==> config.mk <==
export PLATFORM = sky130hd
export DESIGN_NAME = wtnm_ctrl
export DESIGN_NICKNAME = d
export VERILOG_FILES = /design/src/wtnm_pkg.sv /design/src/wtnm_ctrl.sv
export SDC_FILE = /design/constraint.sdc
export NUM_CORES = 1
export LEC_CHECK = 0
export BUFFER_PORTS_ARGS = -buffer_cell sky130_fd_sc_hd__buf_2
export CAP_MARGIN = 20
export CORE_AREA = 2 2 79 81
export CTS_BUF_LIST = sky130_fd_sc_hd__clkbuf_8 sky130_fd_sc_hd__clkbuf_16
export CTS_CLUSTER_DIAMETER = 30
export CTS_CLUSTER_SIZE = 10
export DETAILED_ROUTE_END_ITERATION = 16
export DIE_AREA = 0 0 81 83
export PLACE_DENSITY = 0.67
export SYNTH_ARGS = -nofsm -noshare
export SYNTH_HDL_FRONTEND = slang
export SYNTH_SLANG_ARGS = --single-unit
==> constraint.sdc <==
create_clock -name clk_i -period 2.5 [get_ports clk_i]
set_input_delay 0.125 -clock clk_i [delete_from_list [all_inputs] [get_ports clk_i]]
set_output_delay 0.125 -clock clk_i [all_outputs]
set_load 0.05 [all_outputs]
==> src/wtnm_pkg.sv <==
package wtnm_pkg;

  // Table geometry
  localparam int unsigned EntryW   = 6;
  localparam int unsigned EntryCntW = EntryW + 1;
  localparam int unsigned ContourW = 2;
  localparam int unsigned PosW     = 6;
  localparam int unsigned ElemW    = ContourW + PosW;
  localparam int unsigned TplAddrW = EntryW + ElemW;
  localparam int unsigned ValueW   = 16;
  localparam int unsigned SymbolW  = 8;
  localparam int unsigned CountW   = 3;
  localparam int unsigned DistW    = 42;
  localparam int unsigned SqW      = 32;
  localparam int unsigned CfgDataW = 7;
  localparam int unsigned CfgIdxW  = 2;

  localparam logic [EntryCntW-1:0] ENTRIES   = 7'd64;
  localparam logic [PosW-1:0]      MAX_PAIRS = 6'd32;

  localparam logic [DistW-1:0] DIST_MAX = {DistW{1'b1}};

  // Reset values of the configuration registers
  localparam logic [PosW-1:0]      DESC_RST  = 6'd32;
  localparam logic [EntryW-1:0]    FIRST_RST = 6'd0;
  localparam logic [EntryCntW-1:0] END_RST   = 7'd64;

  typedef enum logic [1:0] {
    CMD_HDR   = 2'd0,
    CMD_TPL   = 2'd1,
    CMD_QUERY = 2'd2,
    CMD_RUN   = 2'd3
  } cmd_e;

  typedef enum logic [CfgIdxW-1:0] {
    CFG_DESC_COUNT  = 2'd0,
    CFG_FIRST_ENTRY = 2'd1,
    CFG_END_ENTRY   = 2'd2,
    CFG_UNUSED      = 2'd3
  } cfg_idx_e;

  typedef enum logic [2:0] {
    S_IDLE,
    S_HDR,
    S_CHECK,
    S_ELEM,
    S_DRAIN,
    S_CMP,
    S_RESULT
  } state_e;

  typedef struct packed {
    logic                wr_hdr;
    logic                wr_tpl;
    logic                wr_qry;
    logic                run_start;
    logic                hdr_rd;
    logic                elem_rd;
    logic [EntryW-1:0]   entry;
    logic [ContourW-1:0] contour;
    logic [PosW-1:0]     pos;
    logic                acc_clr;
    logic                cmp;
    logic                res_load;
  } dp_cmd_t;

  typedef struct packed {
    logic                skip;
    logic [ContourW-1:0] last_c;
    logic                pipe_busy;
    logic                out_free;
  } dp_stat_t;

endpackage

==> src/wtnm_ctrl.sv <==
module wtnm_ctrl (
  input  logic                                clk_i,
  input  logic                                rst_ni,
  input  logic                                in_valid_i,
  output logic                                in_stall_o,
  input  logic                          [1:0] cmd_i,
  input  logic                                cfg_valid_i,
  output logic                                cfg_ready_o,
  input  logic      [wtnm_pkg::CfgIdxW-1:0]   cfg_index_i,
  input  logic      [wtnm_pkg::CfgDataW-1:0]  cfg_data_i,
  input  wtnm_pkg::dp_stat_t                  stat_i,
  output wtnm_pkg::dp_cmd_t                   cmd_o
);

  wtnm_pkg::state_e state_q, state_d;

  logic [wtnm_pkg::PosW-1:0]      desc_q;
  logic [wtnm_pkg::EntryW-1:0]    first_q;
  logic [wtnm_pkg::EntryCntW-1:0] end_q;

  logic [wtnm_pkg::EntryCntW-1:0] e_q, e_d, e_nxt, end_sat;
  logic [wtnm_pkg::ContourW-1:0]  c_q, c_d, lastc_q, lastc_d;
  logic [wtnm_pkg::PosW-1:0]      p_q, p_d, pairs;
  logic [wtnm_pkg::PosW:0]        positions;
  logic                           accept, last_pos, range_done;

  assign cfg_ready_o = 1'b1;

  always_ff @(posedge clk_i or negedge rst_ni) begin
    if (!rst_ni) begin
      desc_q  <= wtnm_pkg::DESC_RST;
      first_q <= wtnm_pkg::FIRST_RST;
      end_q   <= wtnm_pkg::END_RST;
    end else if (cfg_valid_i) begin
      unique case (wtnm_pkg::cfg_idx_e'(cfg_index_i))
        wtnm_pkg::CFG_DESC_COUNT:  desc_q  <= cfg_data_i[wtnm_pkg::PosW-1:0];
        wtnm_pkg::CFG_FIRST_ENTRY: first_q <= cfg_data_i[wtnm_pkg::EntryW-1:0];
        wtnm_pkg::CFG_END_ENTRY:   end_q   <= cfg_data_i;
        default: ;
      endcase
    end
  end

  assign pairs      = (desc_q > wtnm_pkg::MAX_PAIRS) ? wtnm_pkg::MAX_PAIRS : desc_q;
  assign positions  = {pairs, 1'b0};
  assign end_sat    = (end_q > wtnm_pkg::ENTRIES) ? wtnm_pkg::ENTRIES : end_q;
  assign e_nxt      = e_q + 1'b1;
  assign range_done = (e_nxt >= end_sat);
  assign last_pos   = (({1'b0, p_q} + 1'b1) == positions);

  assign in_stall_o = (state_q != wtnm_pkg::S_IDLE);
  assign accept     = in_valid_i && !in_stall_o;

  always_ff @(posedge clk_i or negedge rst_ni) begin
    if (!rst_ni) begin
      state_q <= wtnm_pkg::S_IDLE;
      e_q     <= '0;
      c_q     <= '0;
      p_q     <= '0;
      lastc_q <= '0;
    end else begin
      state_q <= state_d;
      e_q     <= e_d;
      c_q     <= c_d;
      p_q     <= p_d;
      lastc_q <= lastc_d;
    end
  end

  always_comb begin
    state_d = state_q;
    e_d     = e_q;
    c_d     = c_q;
    p_d     = p_q;
    lastc_d = lastc_q;

    cmd_o           = '0;
    cmd_o.entry     = e_q[wtnm_pkg::EntryW-1:0];
    cmd_o.contour   = c_q;
    cmd_o.pos       = p_q;

    unique case (state_q)
      wtnm_pkg::S_IDLE: begin
        if (accept) begin
          unique case (wtnm_pkg::cmd_e'(cmd_i))
            wtnm_pkg::CMD_HDR:   cmd_o.wr_hdr = 1'b1;
            wtnm_pkg::CMD_TPL:   cmd_o.wr_tpl = 1'b1;
            wtnm_pkg::CMD_QUERY: cmd_o.wr_qry = 1'b1;
            wtnm_pkg::CMD_RUN: begin
              cmd_o.run_start = 1'b1;
              e_d = {1'b0, first_q};
              if ({1'b0, first_q} >= end_sat) begin
                state_d = wtnm_pkg::S_RESULT;
              end else begin
                state_d = wtnm_pkg::S_HDR;
              end
            end
            default: ;
          endcase
        end
      end
      wtnm_pkg::S_HDR: begin
        cmd_o.hdr_rd  = 1'b1;
        cmd_o.acc_clr = 1'b1;
        state_d = wtnm_pkg::S_CHECK;
      end
      wtnm_pkg::S_CHECK: begin
        if (stat_i.skip) begin
          e_d = e_nxt;
          state_d = range_done ? wtnm_pkg::S_RESULT : wtnm_pkg::S_HDR;
        end else begin
          c_d     = '0;
          p_d     = '0;
          lastc_d = stat_i.last_c;
          state_d = (positions == '0) ? wtnm_pkg::S_DRAIN : wtnm_pkg::S_ELEM;
        end
      end
      wtnm_pkg::S_ELEM: begin
        cmd_o.elem_rd = 1'b1;
        if (last_pos) begin
          p_d = '0;
          if (c_q == lastc_q) begin
            state_d = wtnm_pkg::S_DRAIN;
          end else begin
            c_d = c_q + 1'b1;
          end
        end else begin
          p_d = p_q + 1'b1;
        end
      end
      wtnm_pkg::S_DRAIN: begin
        if (!stat_i.pipe_busy) begin
          state_d = wtnm_pkg::S_CMP;
        end
      end
      wtnm_pkg::S_CMP: begin
        cmd_o.cmp = 1'b1;
        e_d = e_nxt;
        state_d = range_done ? wtnm_pkg::S_RESULT : wtnm_pkg::S_HDR;
      end
      wtnm_pkg::S_RESULT: begin
        if (stat_i.out_free) begin
          cmd_o.res_load = 1'b1;
          state_d = wtnm_pkg::S_IDLE;
        end
      end
      default: state_d = wtnm_pkg::S_IDLE;
    endcase
  end

  a_entry_in_range: assert property (@(posedge clk_i) disable iff (!rst_ni)
    (state_q == wtnm_pkg::S_HDR) |-> (e_q < end_sat))
    else $error("search visited an entry outside the range");

  a_elem_in_range: assert property (@(posedge clk_i) disable iff (!rst_ni)
    cmd_o.elem_rd |-> (({1'b0, p_q} < positions) && (c_q <= lastc_q)))
    else $error("element read beyond the compared positions");

endmodule

Word-level counts from Yosys, hierarchy flattened
Index checks and enable logic that the tools add are counted.

operators by class
  add/subtract/negate cells = 4
  $mul = 0
  div/mod/pow operators = 0
  magnitude comparators = 4
  eq/ne operators = 22
  shift-type cells = 0
  multiplexer cells = 35
  bitwise logic cells = 1
  reductions and logical operators = 17

operators with widths
  operator                                       number
  2-to-1 mux 3 bit                               10
  2-to-1 mux 7 bit                               4
  case mux 3 bit (7 select lines)                1
  case mux 7 bit (3 select lines)                1
  2-to-1 mux 6 bit                               3
  inequality test 2 bit, second input constant   8
  case mux 6 bit (2 select lines)                1
  AND reduction 2 bit                            5
  == test 3 bit, second input constant           3
  2-to-1 mux 1 bit                               9
  2-to-1 mux 4 bit                               2
  AND reduction 4 bit                            2
  adder 6 x 1 -> 7 bit, second input constant    1
  adder 7 x 1 -> 7 bit, second input constant    1
  == test 7 bit                                  1
  greater-or-equal comparator 6 x 7 -> 1 bit     1
  greater-or-equal comparator 7 bit              1
  > comparator 7 bit, second input constant      1
  logical NOT 7 bit                              1
  adder 6 x 1 -> 6 bit, second input constant    1
  == test 2 bit, second input constant           3
  == test 3 x 2 -> 1 bit, second input constant  2
  > comparator 6 bit, second input constant      1
  2-to-1 mux 2 bit                               3
  other kinds (14)                               17

storage, ports and cells
  flip-flop bits (word level) = 39
  latch bits = 0
  RAM bits = 0
  bits in read-only memories = 0
  input port bits = 20
  word-level logic and storage cells = 91
  memories kept = 0

Logic depth before layout (Yosys ltp)
Gate-level depths: netlist (run 1).

  depth in word-level cells = 7
  depth in mapped cells = 11
  gate-level depth less buffers = 11

Worst setup path after synthesis (run 1)
Ideal clock, no wire load.

  path kind = reg2reg
  from = reg p_q[0] in the netlist's numbering
  to = reg state_q[0]
  library setup time = 0.119 ns
  data arrival time = 2.279 ns
  path slack = 0.102 ns
  cell stages (with the launch flop) = 8
  period minus slack after synthesis = 2.398 ns
  path through = dfrtp_1 > ha_1 > xor2_1 > xnor2_1 > nand3_1 > nor4b_4 > a21o_1 > a21bo_1

between the ends
  cells in the longest elaborated chain, start to end = 4

RTL lines
  what                             RTL line         RTL
  from (decl)                      wtnm_ctrl.sv:23  logic [wtnm_pkg::PosW-1:0] p_q, p_d, pairs;
  from (signal assigned)           wtnm_ctrl.sv:65  p_q <= p_d;
  adder 6 x 1 -> 7 bit             wtnm_ctrl.sv:49  assign last_pos = (({1'b0, p_q} + 1'b1) == positions);
  == test 7 bit                    wtnm_ctrl.sv:49
  inequality test 2 bit (no line)  -
  AND reduction 6 bit (no line)    -
  to (signal assigned)             wtnm_ctrl.sv:56  state_q <= wtnm_pkg::S_IDLE;
  to (signal assigned)             wtnm_ctrl.sv:62  state_q <= state_d;
  to (decl)                        wtnm_ctrl.sv:15  wtnm_pkg::state_e state_q, state_d;

Every way passes these cells.
A chain may end at the register's enable or synchronous reset.

Worst setup path in the final report (run 1)
  from = reg e_q[1] in the netlist's numbering
  to = reg state_q[1]

between the ends
  cells in the longest elaborated chain, start to end = 5

RTL lines
  what                                 RTL line                            RTL
  from (decl)                          wtnm_ctrl.sv:21                     logic [wtnm_pkg::EntryCntW-1:0] e_q, e_d, e_nxt, end_sat;
  from (signal assigned)               wtnm_ctrl.sv:57                     e_q <= '0;
  from (signal assigned)               wtnm_ctrl.sv:63                     e_q <= e_d;
  adder 7 x 1 -> 7 bit *               wtnm_ctrl.sv:47                     assign e_nxt = e_q + 1'b1;
  greater-or-equal comparator 7 bit *  wtnm_ctrl.sv:48                     assign range_done = (e_nxt >= end_sat);
  2-to-1 mux 3 bit *                   wtnm_ctrl.sv:110, wtnm_ctrl.sv:139
  2-to-1 mux 3 bit                     wtnm_ctrl.sv:108                    if (stat_i.skip) begin
  case mux 3 bit (7 select lines) *    wtnm_ctrl.sv:82                     unique case (state_q)

Every way passes the cells marked *; elsewhere a longest branch is shown, timed or not.

==> results of run 1 <==
## power groups by stage
| stage | sequential [W] | combinational (W) | clock (W) |
|---|---|---|---|
| after floorplan | 0.00112 | 0.00154 | 0 |
| after global placement | 0.00107 | 0.00196 | 0 |
| after detailed placement | 0.00108 | 0.00199 | 0 |
| after CTS | 0.00107 | 0.00202 | 0.000450 |
| after global routing | 0.00113 | 0.00227 | 0.000489 |
| final | 0.00109 | 0.00205 | 0.000435 |
## worst max-delay path, cell delays in order (launching register included)
cell,delay (ns)
dfrtp_1,0.36
ha_2,0.19
and3_4,0.19
nand3_2,0.09
xnor2_2,0.16
ha_1,0.32
nand2_1,0.07
o21ai_1,0.07
a211oi_2,0.32
a21oi_1,0.11
nor3_1,0.18
a31oi_1,0.10
## final timing paths
kind	to	slack [ns]
worst max-delay path	state_q[1]	0.18
max in group asynchronous	state_q[2]	1.45
worst min-delay path	end_q[6]	0.06
min in group asynchronous	first_q[0]	0.48
worst max register to register	state_q[1]	0.18
worst min register to register	end_q[2]	0.51
## cell usage after synthesis (3+ instances only)
cell       n
dfrtp_1   37
mux2_2    21
nand2_1   21
nor2_1    18
ha_1      15
a21oi_1   13
nand3_1   11
xnor2_1   11
o21ai_0   10
buf_4      8
inv_1      6
nand2b_1   6
and3_1     5
nor2b_1    5
nor3_1     5
a21o_1     4
a22o_1     4
nor3b_1    4
a211o_1    3
nand4_1    3
or3_1      3
## timing repair
action,4_1_cts,5_1_grt
pin swaps,0,5
endpoints found under the hold margin,37,0
setup endpoints to repair,2,3
gates resized for setup,1,8
buffers inserted,0,1
gates cloned,0,0
hold buffers,1,0
## kinds of logic after synthesis
family / count (synthesis) / share of synthesized area
XOR/XNOR: 15 / 0.0599
AND/OR/NAND/NOR: 93 / 0.198
adder cells (fa/ha/maj): 15 / 0.0736
multiplexers: 24 / 0.107
buffers and inverters: 20 / 0.0452
flip-flops: 39 / 0.384
other: 1 / 0.00147
AO/OA/AOI/OAI: 50 / 0.131
## sequential cells by signal, indices dropped and copies added (netlist names)
signal,count
e_q,7
end_q,7
desc_q,6
first_q,6
p_q,6
state_q,3
c_q,2
lastc_q,2
## per-stage QoR
stage                TNS, ns  setup WS (ns)
detailed placement         0         0.0222
CTS                        0          0.135
finish                     0          0.183
global placement           0         0.0974
floorplan                  0          0.102
global route        -0.00897       -0.00897
## layout make-up
class | instances | area (µm²) | share of cell area
Clock buffer | 5 | 68.8 | 0.0231
Clock inverter | 3 | 25.0 | 0.00838
Inverter | 7 | 26.3 | 0.00880
Multi-Input combinational cell | 198 | 1490 | 0.500
Sequential cell | 39 | 978 | 0.328
Tap cell | 75 | 93.8 | 0.0314
Timing Repair Buffer | 54 | 300 | 0.101
## metal layers
layer | global-route usage | up-vias | share of wire
met2 | 0.255 | 46 | 0.46
met3 | 0.0283 | 4 | 0.043
met4 | 0.0601 | 0 | 0.011
met5 | 0 | - | 0
li1 | - | 1020 | -
met1 | 0.241 | 1002 | 0.48
==> reports/qor.yml, run 1 <==
logic_synthesis:
  yosysTopAreaCell: "dfrtp_1"
  synth_top_cell_area_share: 0.363
  netlist_area_um2: 2550
  yosysWarnings: 0
  ys.flop_type: "dfrtp_1"
  avgSynthCellArea_um2: 9.92
  netlist_instances: 257
  ys_seq_area_frac: 0.384
  ys_seq_elements: 39
  synth_area_leaders: "dfrtp_1 36%, mux2_2 9.3%, ha_1 7.4%, xnor2_1 3.8%, nand2_1 3.1%"
  synth_fp_nets: 292
  synth-edff-count: 0
  ys_types: 55
  synthArstFlopShare: 1.00
clock_tree:
  cts_buffer_depth: 2
  insertion_delay_ns: 0.29
  cts_root_buffer: "clkbuf_8"
  cts.sinks: 39
  numCtsBuffers: 5
  cts_max_level: 2
  cts.clk_slew.worst_paths_ns: 0.08
  cts_tree: "yes"
pwr:
  clockPowerShare: 0.122
  internal-power_w: 0.00185
  power.density_nw_per_um2: 1200
  power_frac_seq: 0.304
  p_leak_nw: 1.38
  pwr-share-comb: 0.574
  vdd_ir_drop_max_mv: 0.619
  total_power_w: 0.00357
  swShare: 0.483
  power_switching_w: 0.00173
global_routing:
  grt_max_degree: 40
  grt_pass1_vias: 1918
  grt_use_total: 0.168
  grt_pass1_wl_um: 8980
  antenna_found_initial: 0
  grt-ovfl-total: 0
sta:
  final_max_slew_viol_count: 0
  fin_crit_ns: 2.32
  hold_viol: 0
  period_share: 0.927
  maxSlewHeadroom: 0.411
  finalSetupViolations: 0
  finClkSkew_ns: 0.00800
  fin_hold_ws_ns: 0.0646
  tightest_slew_ns: 0.884
  max_freq_mhz: 432
die:
  die_area_um2: 6720
  die_w_um: 81
  num_rows: 28
  die_h_um: 83
  start_util: 0.438
  ios: 45
  core_region_area_um2: 5820
setup_path:
  cp-startpoint: "e_q[1]"
  worst_setup_path_start_kind: "flop"
  rr_startpoint: "e_q[1]"
  arrival_ns: 2.47
  critPathMaxFanout: 5
  crit_path_end_kind: "flop"
  critPathKind: "flop to flop"
  reg2reg_depth: 11
  crit_required_ns: 2.65
cells_and_area:
  diodes: 0
  area_growth_pct: 17.1
  final_common_cell: "buf_2"
  utilization: 0.513
  finalNonFillerCells: 381
  finalInstanceArea_um2: 2990
  layout_common_cells: "43 x buf_2, 37 x dfrtp_1, 21 x nand2_1, 21 x mux2_2, 18 x nor2_1"
  nets: 340
  n_fill_cell: 561
  drive_gt1_frac: 0.317
run_status:
  status: "finished, final reports clean"
detailed_routing:
  via_per_inst: 5.44
  postRouteAntennaNets: 0
  drc_errors: 0
  wl_um: 5300
  first_pass_iters: 4
  wl_per_cell_um: 13.9
  drt_iter0_drc: 101
  num_vias: 2072
worst_hold_path:
  whs_path_depth: 2
  min_from: "cfg_data_i[6]"
  hp-class: "input pin to flop"
placed_design:
  placed_cells: 371
  numPortBuffers: 43
  dp_hpwl_um: 4010
  gp_congestion: 0.848
  place_area_um2: 2840
job:
  maxCapViolCount: 0
Note: power is estimated with default switching activity, not from simulation.
==> run 2, diff against run 1 <==
- ABC_AREA: unset -> 1
- CORE_AREA: 2 2 79 81 -> 2 2 80 82
- DIE_AREA: 0 0 81 83 -> 0 0 82 84
==> run 2 against run 1 <==
Fmax increased by 0.53%. First-iteration DRC count shrank 17%. Clock power increased by 26%. Largest cell class unchanged. Sequential power decreased by 5%. Critical path depth grew 4. Register-to-register slack barely moved. Area after synthesis grew 2.7%. Design area increased by 0.42%. Combinational power barely moved. Via count is 13% higher. Die area grew 2.5%. Clock-buffer cell count unchanged. Critical path type unchanged.
==> reports/qor.yml, run 2 <==
die:
  start_util: 0.429  # was 0.438
  die_area_um2: 6890  # was 6720 µm²
  ios: 45  # unchanged
  die_w_um: 82  # was 81 µm
  die_h_um: 84  # was 83 µm
  num_rows: 29  # was 28
  core_region_area_um2: 6100  # was 5820 µm²
sta:
  maxSlewHeadroom: 0.405  # was 0.411
  finClkSkew_ns: 0.00608  # was 0.00800 ns
  period_share: 0.922  # was 0.927
  hold_viol: 0  # unchanged
  fin_crit_ns: 2.30  # was 2.32 ns
  final_max_slew_viol_count: 0  # unchanged
  max_freq_mhz: 434  # was 432 MHz
  setup_tns_ns: 0  # unchanged
  fin_hold_ws_ns: 0.0279  # was 0.0646 ns
  finalSetupViolations: 0  # unchanged
  tightest_slew_ns: 0.893  # was 0.884 ns
logic_synthesis:
  yosysTopAreaCell: "dfrtp_1"  # unchanged
  synthTopCellsByCount: "114 x nand2_1, 37 x dfrtp_1, 37 x inv_1"  # was 37 x dfrtp_1, 21 x mux2_2, 21 x nand2_1
  avgSynthCellArea_um2: 7.23  # was 9.92 µm²
  ys_seq_elements: 39  # unchanged
  ys_seq_area_frac: 0.374  # was 0.384
  synth_area_leaders: "dfrtp_1 35%, nand2_1 16%, ha_1 7.2%, nand3_1 5.7%, inv_1 5.3%"  # was dfrtp_1 36%, mux2_2 9.3%, ha_1 7.4%, xnor2_1 3.8%, nand2_1 3.1%
  ys_types: 35  # was 55
  ys.flop_type: "dfrtp_1"  # unchanged
  netlist_area_um2: 2620  # was 2550 µm²
  synth_fp_nets: 397  # was 292
  netlist_instances: 362  # was 257
  yosysWarnings: 0  # unchanged
  synth_top_cell_area_share: 0.354  # was 0.363
  synth-edff-count: 0  # unchanged
  yosysMostFrequentCell: "nand2_1"  # was dfrtp_1
  synthArstFlopShare: 1.00  # unchanged
detailed_routing:
  dr_wl_met3_um: 235  # was 230 µm
  wl_per_cell_um: 12.2  # was 13.9 µm
  num_vias: 2343  # was 2072
  highest_layer: "met4"  # unchanged
  drt_iter0_drc: 84  # was 101
  wl_met1_um: 2770  # was 2550 µm
  first_pass_iters: 4  # unchanged
  via_per_inst: 4.89  # was 5.44
  drc_errors: 0  # unchanged
  met2_length_um: 2770  # was 2460 µm
  postRouteAntennaNets: 0  # unchanged
  wl_um: 5840  # was 5300 µm
cells_and_area:
  final_common_cell: "nand2_1"  # was buf_2
  area_growth_pct: 14.5  # was 17.1%
  drive_gt1_frac: 0.197  # was 0.317
  finalInstanceArea_um2: 3000  # was 2990 µm²
  regArea_um2: 978  # unchanged
  multi_input_area_um2: 1410  # was 1490 µm²
  layout_common_cells: "113 x nand2_1, 43 x buf_2, 37 x inv_1, 37 x dfrtp_1, 29 x nand3_1"  # was 43 x buf_2, 37 x dfrtp_1, 21 x nand2_1, 21 x mux2_2, 18 x nor2_1
  n_fill_cell: 639  # was 561
  nets: 436  # was 340
  largest_registers: "e_q (7), end_q (7)"  # unchanged
  utilization: 0.492  # was 0.513
  diodes: 0  # unchanged
pwr:
  vdd_ir_drop_max_mv: 0.553  # was 0.619 mV
  p_leak_nw: 1.61  # was 1.38 nW
  clockPowerShare: 0.150  # was 0.122
  power_frac_seq: 0.285  # was 0.304
  power.density_nw_per_um2: 1210  # was 1200 nW/µm²
  power_switching_w: 0.00187  # was 0.00173 W
  pwr-share-comb: 0.565  # was 0.574
  internal-power_w: 0.00176  # was 0.00185 W
  total_power_w: 0.00364  # was 0.00357 W
  swShare: 0.515  # was 0.483
placed_design:
  numPortBuffers: 43  # unchanged
  place_area_um2: 2840  # about the same
  dp_hpwl_um: 4440  # was 4010 µm
  gp_congestion: 0.812  # was 0.848
global_routing:
  grt_pass1_vias: 2171  # was 1918
  grt_pass1_wl_um: 9800  # was 8980 µm
  grt_use_total: 0.180  # was 0.168
  antenna_found_initial: 0  # unchanged
  grt-ovfl-total: 0  # unchanged
  grt_max_degree: 40  # unchanged
setup_path:
  cp_cell_sequence: "ha_1, nand3_1, nor2_2, nand2_1, xnor2_2, ha_1, a21o_1, nor2_2, nand3_2, nand2_1, nand2_1, nor2_1, nand2_1, nand3_1, nand2_1"  # was ha_2, and3_4, nand3_2, xnor2_2, ha_1, nand2_1, o21ai_1, a211oi_2, a21oi_1, nor3_1, a31oi_1
  crit_path_frequent_cell: "nand2_1"
  critPathKind: "flop to flop"  # unchanged
  critPathMaxFanout: 3  # was 5
  crit_path_end_kind: "flop"  # unchanged
  worst_setup_path_start_kind: "flop"  # unchanged
  crit_required_ns: 2.69  # was 2.65 ns
  crit_path_top_delay_cell: "dfrtp_1"  # unchanged
  arrival_ns: 2.49  # was 2.47 ns
  max_stage_delay_ns: 0.37  # was 0.36 ns
run_status:
  status: "finished, final reports clean"  # unchanged
clock_tree:
  cts_root_buffer: "clkbuf_8"  # unchanged
  cts_tree: "yes"  # unchanged
  insertion_delay_ns: 0.30  # was 0.29 ns
  cts_buffer_depth: 2  # unchanged
  cts.sinks: 39  # unchanged
  cts_max_level: 2  # unchanged
  numCtsBuffers: 5  # unchanged
  cts.clk_slew.worst_paths_ns: 0.08  # about the same
job:
  maxCapViolCount: 0  # unchanged
worst_hold_path:
  hp-class: "input pin to flop"  # unchanged
-- run 2: cell types whose count changed in the layout (fill, tap and decap cells not counted), moves of 6 or more --
| cell | previous run | this run |
|---|---|---|
| buf_4 | 10 | 3 |
| nor2_1 | 18 | 24 |
| nand2b_1 | 6 | 0 |
| o21ai_0 | 8 | 25 |
| mux2_2 | 21 | 0 |
| inv_1 | 6 | 37 |
| nand2_1 | 21 | 113 |
| nand3_1 | 9 | 29 |
| xnor2_1 | 9 | 3 |
-- run 2: critical path, delay by kind of cell, from the launching register on --
family / cells / cell delay (ns)
and+or+nand+nor: 11 / 0.98
adders and majority gates: 2 / 0.52
DFF: 1 / 0.37
AOI/OAI and AO/OA: 1 / 0.17
xor gates and xnor gates: 1 / 0.15
-- run 2: path summary, 6_finish.rpt --
path                                 start    endpoint  slack, ns  cells past startpoint
min in group asynchronous           rst_ni    end_q[1]       0.48                      2
worst min-delay path             stat_i[3]  lastc_q[1]       0.03                      3
worst min register to register  lastc_q[0]  lastc_q[0]       0.50                      2
worst max register to register      e_q[1]  state_q[2]       0.20                     15
worst max-delay path                e_q[1]  state_q[2]       0.20                     15
max in group asynchronous           rst_ni      p_q[1]       1.46                      2
-- run 2: timing repair --
item	4_1_cts	5_1_grt
gates resized for setup	0	6
setup endpoints to repair	0	3
buffers inserted	0	1
hold buffers	1	0
hold endpoints to repair	37	0
-- run 2: stage by stage --
step | setup slack, ns | std cells
2_1_floorplan | 0.313 | 362
3_3_place_gp | 0.271 | 469
3_5_place_dp | 0.127 | 469
4_1_cts | 0.105 | 478
5_1_grt | -0.00486 | 479
6_report | 0.196 | 479
-- run 2: power by group through the flow --
| stage | combinational, W | clock, W | sequential, W |
|---|---|---|---|
| final | 0.00205 | 0.000546 | 0.00104 |
| after global placement | 0.00198 | 0 | 0.00104 |
| after CTS | 0.00204 | 0.000563 | 0.00104 |
| after floorplan | 0.00157 | 0 | 0.00115 |
| after global routing | 0.00230 | 0.000583 | 0.00107 |
| after detailed placement | 0.00203 | 0 | 0.00105 |
-- run 2: cell families (layout without fill, tap and decap cells) --
logic type | count (synthesis) | in the layout | share of synthesized area
simple gates | 196 | 196 | 0.323
buf+inv | 56 | 96 | 0.0980
compound gates | 46 | 46 | 0.102
fa+ha+maj | 15 | 15 | 0.0717
flops | 39 | 39 | 0.374
other cells | 1 | 1 | 0.00143
xor+xnor | 9 | 9 | 0.0301
-- run 2: layout make-up --
class	count	area share
Timing Repair Buffer	47	0.0826
Multi-Input combinational cell	267	0.470
Sequential cell	39	0.326
Clock buffer	5	0.0230
Tap cell	77	0.0321
Clock inverter	3	0.0146
Inverter	41	0.0513
-- run 2: per-layer routing --
| layer | up-vias | GRT usage |
|---|---|---|
| met4 | 0 | 0.0576 |
| met1 | 1051 | 0.246 |
| met3 | 8 | 0.0314 |
| met5 | - | 0 |
| met2 | 43 | 0.288 |
| li1 | 1241 | - |
